$ cat config.mk
export PLATFORM = sky130hd
export DESIGN_NAME = hsl_to_rgb_scaled_flat
export DESIGN_NICKNAME = d
export VERILOG_FILES = /design/src/rtl/core/h2rgb_pkg.sv /design/src/rtl/core/h2rgb_req_if.sv /design/src/rtl/core/h2rgb_rsp_if.sv /design/src/rtl/core/h2rgb_sat_round.sv /design/src/rtl/core/hsl_to_rgb_scaled.sv /design/src/flat_wrapper.sv
export SDC_FILE = /design/constraint.sdc
export NUM_CORES = 2
export LEC_CHECK = 0
export BUFFER_PORTS_ARGS = -buffer_cell sky130_fd_sc_hd__buf_2
export CORE_ASPECT_RATIO = 0.5
export CORE_MARGIN = 3
export CORE_UTILIZATION = 46
export DETAILED_ROUTE_END_ITERATION = 16
export PLACE_DENSITY_LB_ADDON = 0.2
export SETUP_SLACK_MARGIN = 0.1
export SLEW_MARGIN = 20
export SYNTH_ARGS = -nofsm -noshare
export SYNTH_HDL_FRONTEND = slang
export SYNTH_HIERARCHICAL = 1
export SYNTH_SLANG_ARGS = --single-unit
$ cat constraint.sdc
create_clock -name clock -period 8.5 [get_ports clock]
set_input_delay 0.85 -clock clock [delete_from_list [all_inputs] [get_ports clock]]
set_output_delay 0.85 -clock clock [all_outputs]
set_load 0.01 [all_outputs]
$ cat src/rtl/core/h2rgb_pkg.sv
// Shared types, constants and the hue sector decode for the HSL to RGB converter.
`timescale 1ns / 1ps

package h2rgb_pkg;

   // Fixed-point constants (4.12 format)
   localparam logic [12:0] FRAC_ONE   = 13'h1000;
   localparam logic [12:0] FRAC_MASK  = 13'h0FFF;
   localparam logic [12:0] HALF_SPLIT = 13'h0801;
   localparam logic [31:0] ROUND_ADD  = 32'h0000_0800;
   localparam logic [15:0] TURN       = 16'd24576;
   localparam logic [7:0]  BYTE_MAX   = 8'hFF;

   // Channel index codes
   typedef logic [1:0] chan_idx_type;
   localparam chan_idx_type CH_RED   = 2'd0;
   localparam chan_idx_type CH_GREEN = 2'd1;
   localparam chan_idx_type CH_BLUE  = 2'd2;

   // Which channel gets the maximum, the minimum and the interpolated value
   typedef struct packed {
      chan_idx_type hi;
      chan_idx_type mid;
      chan_idx_type lo;
   } chan_map_type;

   // Sector decode from the top three hue bits; the sector is (top + 1) mod 6
   function automatic chan_map_type sector_map(input logic [2:0] hue_top);
      chan_map_type m;
      case (hue_top)
         3'd5: begin                              // sector 0
            m.hi = CH_RED;   m.lo = CH_GREEN; m.mid = CH_BLUE;
         end
         3'd0, 3'd6: begin                        // sector 1
            m.hi = CH_RED;   m.mid = CH_GREEN; m.lo = CH_BLUE;
         end
         3'd1, 3'd7: begin                        // sector 2
            m.hi = CH_GREEN; m.lo = CH_BLUE;  m.mid = CH_RED;
         end
         3'd2: begin                              // sector 3
            m.hi = CH_GREEN; m.mid = CH_BLUE; m.lo = CH_RED;
         end
         3'd3: begin                              // sector 4
            m.hi = CH_BLUE;  m.lo = CH_RED;   m.mid = CH_GREEN;
         end
         default: begin                           // sector 5
            m.hi = CH_BLUE;  m.mid = CH_RED;  m.lo = CH_GREEN;
         end
      endcase
      return m;
   endfunction

   // Pick the value that belongs to one output channel
   function automatic logic [31:0] pick_chan(input chan_map_type m,
                                             input chan_idx_type ch,
                                             input logic [31:0] v_hi,
                                             input logic [31:0] v_mid,
                                             input logic [31:0] v_lo);
      logic [31:0] v;
      if (m.hi == ch) begin
         v = v_hi;
      end else if (m.lo == ch) begin
         v = v_lo;
      end else begin
         v = v_mid;
      end
      return v;
   endfunction

endpackage

$ cat src/rtl/core/h2rgb_req_if.sv
// Request channel: one HSL colour and its intensity.
`timescale 1ns / 1ps

interface h2rgb_req_if;
   logic        valid;
   logic        ready;
   logic [14:0] hue;
   logic [12:0] lightness;
   logic [12:0] saturation;
   logic [7:0]  intensity;

   modport source (output valid, hue, lightness, saturation, intensity, input ready);
   modport sink   (input valid, hue, lightness, saturation, intensity, output ready);
endinterface

$ cat src/rtl/core/h2rgb_rsp_if.sv
// Response channel: one 8-bit RGB triple.
`timescale 1ns / 1ps

interface h2rgb_rsp_if;
   logic       valid;
   logic       ready;
   logic [7:0] red;
   logic [7:0] green;
   logic [7:0] blue;

   modport source (output valid, red, green, blue, input ready);
   modport sink   (input valid, red, green, blue, output ready);
endinterface

$ cat src/rtl/core/h2rgb_sat_round.sv
// Rounds one 20.12 channel word to an integer byte, saturating at 255.
`timescale 1ns / 1ps

module h2rgb_sat_round (
   input  logic [31:0] chan_word,
   output logic [7:0]  chan_byte
);

   logic [31:0] rounded;

   // Round half up, wrap at 32 bits, clamp anything of 256 or more
   always_comb begin
      rounded = chan_word + h2rgb_pkg::ROUND_ADD;
      if (|rounded[31:20]) begin
         chan_byte = h2rgb_pkg::BYTE_MAX;
      end else begin
         chan_byte = rounded[19:12];
      end
   end

endmodule

$ cat src/rtl/core/hsl_to_rgb_scaled.sv
// Top level: pipelined HSL (4.12) to scaled 8-bit RGB converter.
`timescale 1ns / 1ps

// Converts hue/lightness/saturation to an RGB triple scaled by intensity.
// Seven register stages; a request enters every clock unless the pipe
// is stalled, one response per request, in order. Each stage moves only
// when the stage after it is empty or moving, so a stall on the response
// side holds the pipe in place and bubbles are squeezed out; the request
// side keeps accepting until the pipe fills. Throughput is one pixel per
// clock while the response side is ready; the depth is set by the multiply
// chain (lightness product, intensity product, interpolation product).

module hsl_to_rgb_scaled (
   input  logic               clock,
   input  logic               reset,
   h2rgb_req_if.sink          req_chan,
   h2rgb_rsp_if.source        rsp_chan
);

   localparam int NSTG = 7;

   // Stage valids and load enables
   logic [NSTG-1:0] vld_ff;
   logic [NSTG-1:0] vld_in;
   logic [NSTG:0]   en;

   // Stage 1: sector decode, hue offset, lightness products
   h2rgb_pkg::chan_map_type s1_map_ff, s1_map_in;
   logic [14:0]        s1_hmod_ff, s1_hmod_in;
   logic signed [27:0] s1_prod_ff, s1_prod_in;
   logic [21:0]        s1_ls2_ff, s1_ls2_in;
   logic               s1_low_ff, s1_low_in;
   logic [12:0]        s1_sat_ff;
   logic [7:0]         s1_scl_ff;
   logic [15:0]        hue_sum;
   logic signed [13:0] sat_comp;

   // Stage 2: truncated quotient and operand, in-sector distance
   h2rgb_pkg::chan_map_type s2_map_ff;
   logic signed [16:0] s2_opnd_ff, s2_opnd_in;
   logic [12:0]        s2_off_ff, s2_off_in;
   logic [21:0]        s2_ls2_ff;
   logic               s2_low_ff;
   logic [7:0]         s2_scl_ff;
   logic signed [27:0] prod_adj;
   logic signed [15:0] part;
   logic [12:0]        hue_dist;

   // Stage 3: intensity product
   h2rgb_pkg::chan_map_type s3_map_ff;
   logic signed [25:0] s3_sum_ff, s3_sum_in;
   logic [12:0]        s3_off_ff;
   logic [21:0]        s3_ls2_ff;
   logic               s3_low_ff;

   // Stage 4: max and min channel words and their difference
   h2rgb_pkg::chan_map_type s4_map_ff;
   logic [31:0]        s4_hi_ff, s4_hi_in;
   logic [31:0]        s4_lo_ff, s4_lo_in;
   logic [31:0]        s4_diff_ff, s4_diff_in;
   logic [12:0]        s4_off_ff;
   logic [31:0]        sum_ext;
   logic [31:0]        rest;

   // Stage 5: interpolation product
   h2rgb_pkg::chan_map_type s5_map_ff;
   logic [31:0]        s5_mprod_ff, s5_mprod_in;
   logic [31:0]        s5_hi_ff;
   logic [31:0]        s5_lo_ff;

   // Stage 6: middle channel
   h2rgb_pkg::chan_map_type s6_map_ff;
   logic [31:0]        s6_mid_ff, s6_mid_in;
   logic [31:0]        s6_hi_ff;
   logic [31:0]        s6_lo_ff;

   // Stage 7: routed, rounded bytes
   logic [31:0]        red_word, green_word, blue_word;
   logic [7:0]         red_byte, green_byte, blue_byte;
   logic [7:0]         s7_red_ff, s7_green_ff, s7_blue_ff;

   // Load enables: a stage loads when empty or when the next one loads
   always_comb begin
      en[NSTG] = rsp_chan.ready;
      for (int k = NSTG - 1; k >= 0; k--) begin
         en[k] = !vld_ff[k] || en[k+1];
      end
   end

   // No request is taken while reset is held
   assign req_chan.ready = en[0] && !reset;

   always_comb begin
      vld_in[0] = req_chan.valid;
      for (int k = 1; k < NSTG; k++) begin
         vld_in[k] = vld_ff[k-1];
      end
   end

   always_ff @(posedge clock) begin
      if (reset) begin
         vld_ff <= '0;
      end else begin
         for (int k = 0; k < NSTG; k++) begin
            if (en[k]) begin
               vld_ff[k] <= vld_in[k];
            end
         end
      end
   end

   // Stage 1 logic
   always_comb begin
      s1_map_in = h2rgb_pkg::sector_map(req_chan.hue[14:12]);
      hue_sum   = {1'b0, req_chan.hue} + {3'b000, h2rgb_pkg::FRAC_ONE};
      if (hue_sum >= h2rgb_pkg::TURN) begin
         s1_hmod_in = 15'(hue_sum - h2rgb_pkg::TURN);
      end else begin
         s1_hmod_in = hue_sum[14:0];
      end
      sat_comp   = $signed({1'b0, h2rgb_pkg::FRAC_ONE}) - $signed({1'b0, req_chan.saturation});
      s1_prod_in = 28'($signed({1'b0, req_chan.lightness}) * sat_comp);
      s1_ls2_in  = {21'(req_chan.lightness * req_chan.intensity), 1'b0};
      s1_low_in  = req_chan.lightness < h2rgb_pkg::HALF_SPLIT;
   end

   always_ff @(posedge clock) begin
      if (en[0]) begin
         s1_map_ff  <= s1_map_in;
         s1_hmod_ff <= s1_hmod_in;
         s1_prod_ff <= s1_prod_in;
         s1_ls2_ff  <= s1_ls2_in;
         s1_low_ff  <= s1_low_in;
         s1_sat_ff  <= req_chan.saturation;
         s1_scl_ff  <= req_chan.intensity;
      end
   end

   // Stage 2 logic: divide by 4096 toward zero, distance to sector middle
   always_comb begin
      if (s1_prod_ff < 0) begin
         prod_adj = s1_prod_ff + $signed({15'd0, h2rgb_pkg::FRAC_MASK});
      end else begin
         prod_adj = s1_prod_ff;
      end
      part = prod_adj[27:12];
      if (s1_low_ff) begin
         s2_opnd_in = 17'(part);
      end else begin
         s2_opnd_in = 17'(part) + $signed({4'd0, s1_sat_ff});
      end
      hue_dist = 13'(s1_hmod_ff - {s1_map_ff.hi, 13'd0});
      if (hue_dist >= h2rgb_pkg::FRAC_ONE) begin
         s2_off_in = hue_dist - h2rgb_pkg::FRAC_ONE;
      end else begin
         s2_off_in = h2rgb_pkg::FRAC_ONE - hue_dist;
      end
   end

   always_ff @(posedge clock) begin
      if (en[1]) begin
         s2_map_ff  <= s1_map_ff;
         s2_opnd_ff <= s2_opnd_in;
         s2_off_ff  <= s2_off_in;
         s2_ls2_ff  <= s1_ls2_ff;
         s2_low_ff  <= s1_low_ff;
         s2_scl_ff  <= s1_scl_ff;
      end
   end

   // Stage 3 logic: scale by intensity
   assign s3_sum_in = 26'(s2_opnd_ff * $signed({1'b0, s2_scl_ff}));

   always_ff @(posedge clock) begin
      if (en[2]) begin
         s3_map_ff <= s2_map_ff;
         s3_sum_ff <= s3_sum_in;
         s3_off_ff <= s2_off_ff;
         s3_ls2_ff <= s2_ls2_ff;
         s3_low_ff <= s2_low_ff;
      end
   end

   // Stage 4 logic: max/min words, wrapping at 32 bits
   always_comb begin
      sum_ext = {{6{s3_sum_ff[25]}}, s3_sum_ff};
      rest    = {10'd0, s3_ls2_ff} - sum_ext;
      if (s3_low_ff) begin
         s4_lo_in = sum_ext;
         s4_hi_in = rest;
      end else begin
         s4_hi_in = sum_ext;
         s4_lo_in = rest;
      end
      s4_diff_in = s4_hi_in - s4_lo_in;
   end

   always_ff @(posedge clock) begin
      if (en[3]) begin
         s4_map_ff  <= s3_map_ff;
         s4_hi_ff   <= s4_hi_in;
         s4_lo_ff   <= s4_lo_in;
         s4_diff_ff <= s4_diff_in;
         s4_off_ff  <= s3_off_ff;
      end
   end

   // Stage 5 logic: interpolation product, low word kept
   assign s5_mprod_in = 32'(s4_diff_ff * {19'd0, s4_off_ff});

   always_ff @(posedge clock) begin
      if (en[4]) begin
         s5_map_ff   <= s4_map_ff;
         s5_mprod_ff <= s5_mprod_in;
         s5_hi_ff    <= s4_hi_ff;
         s5_lo_ff    <= s4_lo_ff;
      end
   end

   // Stage 6 logic: middle channel from the min word
   assign s6_mid_in = {12'd0, s5_mprod_ff[31:12]} + s5_lo_ff;

   always_ff @(posedge clock) begin
      if (en[5]) begin
         s6_map_ff <= s5_map_ff;
         s6_mid_ff <= s6_mid_in;
         s6_hi_ff  <= s5_hi_ff;
         s6_lo_ff  <= s5_lo_ff;
      end
   end

   // Stage 7 logic: route to red/green/blue, then round and saturate
   always_comb begin
      red_word   = h2rgb_pkg::pick_chan(s6_map_ff, h2rgb_pkg::CH_RED,
                                        s6_hi_ff, s6_mid_ff, s6_lo_ff);
      green_word = h2rgb_pkg::pick_chan(s6_map_ff, h2rgb_pkg::CH_GREEN,
                                        s6_hi_ff, s6_mid_ff, s6_lo_ff);
      blue_word  = h2rgb_pkg::pick_chan(s6_map_ff, h2rgb_pkg::CH_BLUE,
                                        s6_hi_ff, s6_mid_ff, s6_lo_ff);
   end

   h2rgb_sat_round u_round_red (
      .chan_word (red_word),
      .chan_byte (red_byte)
   );

   h2rgb_sat_round u_round_green (
      .chan_word (green_word),
      .chan_byte (green_byte)
   );

   h2rgb_sat_round u_round_blue (
      .chan_word (blue_word),
      .chan_byte (blue_byte)
   );

   always_ff @(posedge clock) begin
      if (en[6]) begin
         s7_red_ff   <= red_byte;
         s7_green_ff <= green_byte;
         s7_blue_ff  <= blue_byte;
      end
   end

   // Response outputs
   assign rsp_chan.valid = vld_ff[NSTG-1];
   assign rsp_chan.red   = s7_red_ff;
   assign rsp_chan.green = s7_green_ff;
   assign rsp_chan.blue  = s7_blue_ff;

endmodule

$ cat src/flat_wrapper.sv
// flat-port wrapper written by rule: the top's interface ports become plain ports
module hsl_to_rgb_scaled_flat 
  (clock, reset, req_chan_valid, req_chan_hue, req_chan_lightness, req_chan_saturation, req_chan_intensity, req_chan_ready, rsp_chan_valid, rsp_chan_red, rsp_chan_green, rsp_chan_blue, rsp_chan_ready);
  h2rgb_req_if req_chan_i ();
  h2rgb_rsp_if rsp_chan_i ();
  input  logic clock;
  input  logic reset;
  input wire logic [$bits(req_chan_i.valid)-1:0] req_chan_valid;
  input wire logic [$bits(req_chan_i.hue)-1:0] req_chan_hue;
  input wire logic [$bits(req_chan_i.lightness)-1:0] req_chan_lightness;
  input wire logic [$bits(req_chan_i.saturation)-1:0] req_chan_saturation;
  input wire logic [$bits(req_chan_i.intensity)-1:0] req_chan_intensity;
  output wire logic [$bits(req_chan_i.ready)-1:0] req_chan_ready;
  output wire logic [$bits(rsp_chan_i.valid)-1:0] rsp_chan_valid;
  output wire logic [$bits(rsp_chan_i.red)-1:0] rsp_chan_red;
  output wire logic [$bits(rsp_chan_i.green)-1:0] rsp_chan_green;
  output wire logic [$bits(rsp_chan_i.blue)-1:0] rsp_chan_blue;
  input wire logic [$bits(rsp_chan_i.ready)-1:0] rsp_chan_ready;
  assign req_chan_i.valid = req_chan_valid;
  assign req_chan_i.hue = req_chan_hue;
  assign req_chan_i.lightness = req_chan_lightness;
  assign req_chan_i.saturation = req_chan_saturation;
  assign req_chan_i.intensity = req_chan_intensity;
  assign req_chan_ready = req_chan_i.ready;
  assign rsp_chan_valid = rsp_chan_i.valid;
  assign rsp_chan_red = rsp_chan_i.red;
  assign rsp_chan_green = rsp_chan_i.green;
  assign rsp_chan_blue = rsp_chan_i.blue;
  assign rsp_chan_i.ready = rsp_chan_ready;
  hsl_to_rgb_scaled u_core (.clock(clock), .reset(reset), .req_chan(req_chan_i), .rsp_chan(rsp_chan_i));
endmodule
==> flow_summary_export.csv <==
group,metric,value,unit
placement,dp_hpwl,80.0,mm
floorplanning,dieHeight,229,microns
finish,drive_above_1_share,6.51,%
worst_setup_path,cp.depth,26,
floorplanning,core,96800,sq um
clock_network,cts_sinks,463,
timing,setup_viol,0,
global_route,grt_first_pass_wirelength,170,mm
placement,placed_cell_area,47200,sq um
placement,io_buffers,78,
synthesis,synth_area,45600,sq um
timing,hold_viol,0,
synthesis,synth_warnings,6,
placement,dp_cells,5682,
worst_setup_path,start_kind,"primary input",
floorplanning,initial_core_util,47.1,%
placement,finalWeightedCongestion,0.881,
timing,fin_crit,7.70,ns
worst_hold_path,hp-class,"flop to flop",
worst_setup_path,end_kind,"flop",
outcome,status,"finished clean",
placement,dp_slack,0.148,ns
routing,ant_nets,0,
worst_setup_path,crit_fanout,16,
timing,finalSetupTns,0,ns
worst_setup_path,reg2reg_depth,18,
worst_setup_path,path_common_cell,"fa_1",
timing,max_slew_margin,20.3,%
clock_network,cts_buffer_depth,3,
worst_setup_path,cp_data_required_time,8.83,ns
worst_setup_path,critPathBufInv,5,
routing,vias,30400,
routing,drc_errors,0,
floorplanning,rows,80,
timing,slew_viol_final,0,
global_route,grt_max_degree,88,
clock_network,clkTransAtPathRegs,0.07,ns
clock_network,post_cts_buffers,0,
clock_network,cts.htree.levels,2,
synthesis,syn_area_per_cell,10.3,sq um
global_route,grt_pass1_vias,31700,
finish,mostFrequentLayoutCells,"inv_1 (667), nand2_1 (604), fa_1 (559)",
worst_setup_path,crit_arrival,8.04,ns
timing,fmax,130,MHz
timing,min_period_over_period,90.6,%
global_route,grt_usage,20.3,%
timing,tightest_slew,1.19,ns
finish,final_cells,5769,
worst_setup_path,cp_top_family,"adder cells",
worst_setup_path,path_class,"primary input to flop",
clock_network,cts_hold_buffers,0,
clock_network,numCtsBuffers,46,
floorplanning,die_w,451,microns
clock_network,cts_tree,"done",
floorplanning,io-pin-count,79,
routing,drt_iter0_markers,1935,
routing,first_pass_iters,5,
clock_network,cts-resized-gates,0,
global_route,overflow,0,
timing,fin_ws,0.796,ns
finish,syn_to_final_growth,7.16,%
timing,finalClockSkew,0.0388,ns
routing,wire_per_inst,17.9,microns
worst_hold_path,hold_depth,0,
finish,fin_nets,5361,
finish,fin_area,48900,sq um
clock_network,root_buffer,"clkbuf_16",
synthesis,synth_cells,4424,
global_route,antenna_found_initial,2,
clock_network,clk_latency,0.62,ns
timing,rsz0062_at_grt,"no",
job,drv_cap,0,
routing,vias_per_cell,5.26,
finish,layout_commonest_cell,"inv_1",
floorplanning,die_area,103000,sq um
worst_setup_path,worst_path_max_delay_cell,"xnor2_1",
routing,drt-total-wl,103,mm
worst_setup_path,crit_path_max_incr_delay,0.86,ns
==> state kept, by name, summed over array words and instances (netlist names), 16 cells and up <==
signal / count
u_core/s5_mprod_ff: 20
u_core/s6_lo_ff: 16
u_core/s2_ls2_ff: 21
u_core/s5_hi_ff: 17
u_core/s1_ls2_ff: 21
u_core/s4_diff_ff: 31
u_core/s3_ls2_ff: 21
u_core/s3_sum_ff: 26
u_core/s4_hi_ff: 17
u_core/s4_lo_ff: 26
u_core/s6_hi_ff: 16
u_core/s2_opnd_ff: 17
u_core/s1_prod_ff: 28
u_core/s6_mid_ff: 21
u_core/s5_lo_ff: 26
==> worst paths after layout <==
| kind | start | end | slack [ns] |
|---|---|---|---|
| max | req_chan_saturation[0] | u_core/s1_prod_ff[25] | 0.80 |
| min | u_core/s3_off_ff[9] | u_core/s4_off_ff[9] | 0.41 |
| max reg2reg | u_core/s4_off_ff[1] | u_core/s5_mprod_ff[22] | 1.84 |
| min reg2reg | u_core/s3_off_ff[9] | u_core/s4_off_ff[9] | 0.41 |
==> per-stage QoR <==
step | util [%] | hold slack (ns)
2_1_floorplan | - | 0.400
3_3_place_gp | 48.8 | 0.401
3_5_place_dp | 48.8 | 0.405
4_1_cts | 50.4 | 0.378
5_1_grt | 50.5 | 0.390
6_report | 50.5 | 0.413
==> layer usage <==
metal	share of wire [%]	track usage, %	vias up
met5	0.013	0	-
met4	1.7	3.96	2
met3	4.8	2.58	101
li1	-	-	14400
met1	47	29.3	15200
met2	46	33.2	666
==> final cells by class <==
cell class	instances	area, sq um
multi-input cells	3135	28700
repair buffers	104	606
fillers	8753	47900
clock inverters	30	367
well taps	1312	1640
clock buffers	55	1190
flip-flops and latches	463	13800
inverters	669	2510
diodes	1	2.50
Power is not shown: default switching activity piles up to over one toggle a cycle in this logic, so the estimate is an artifact.
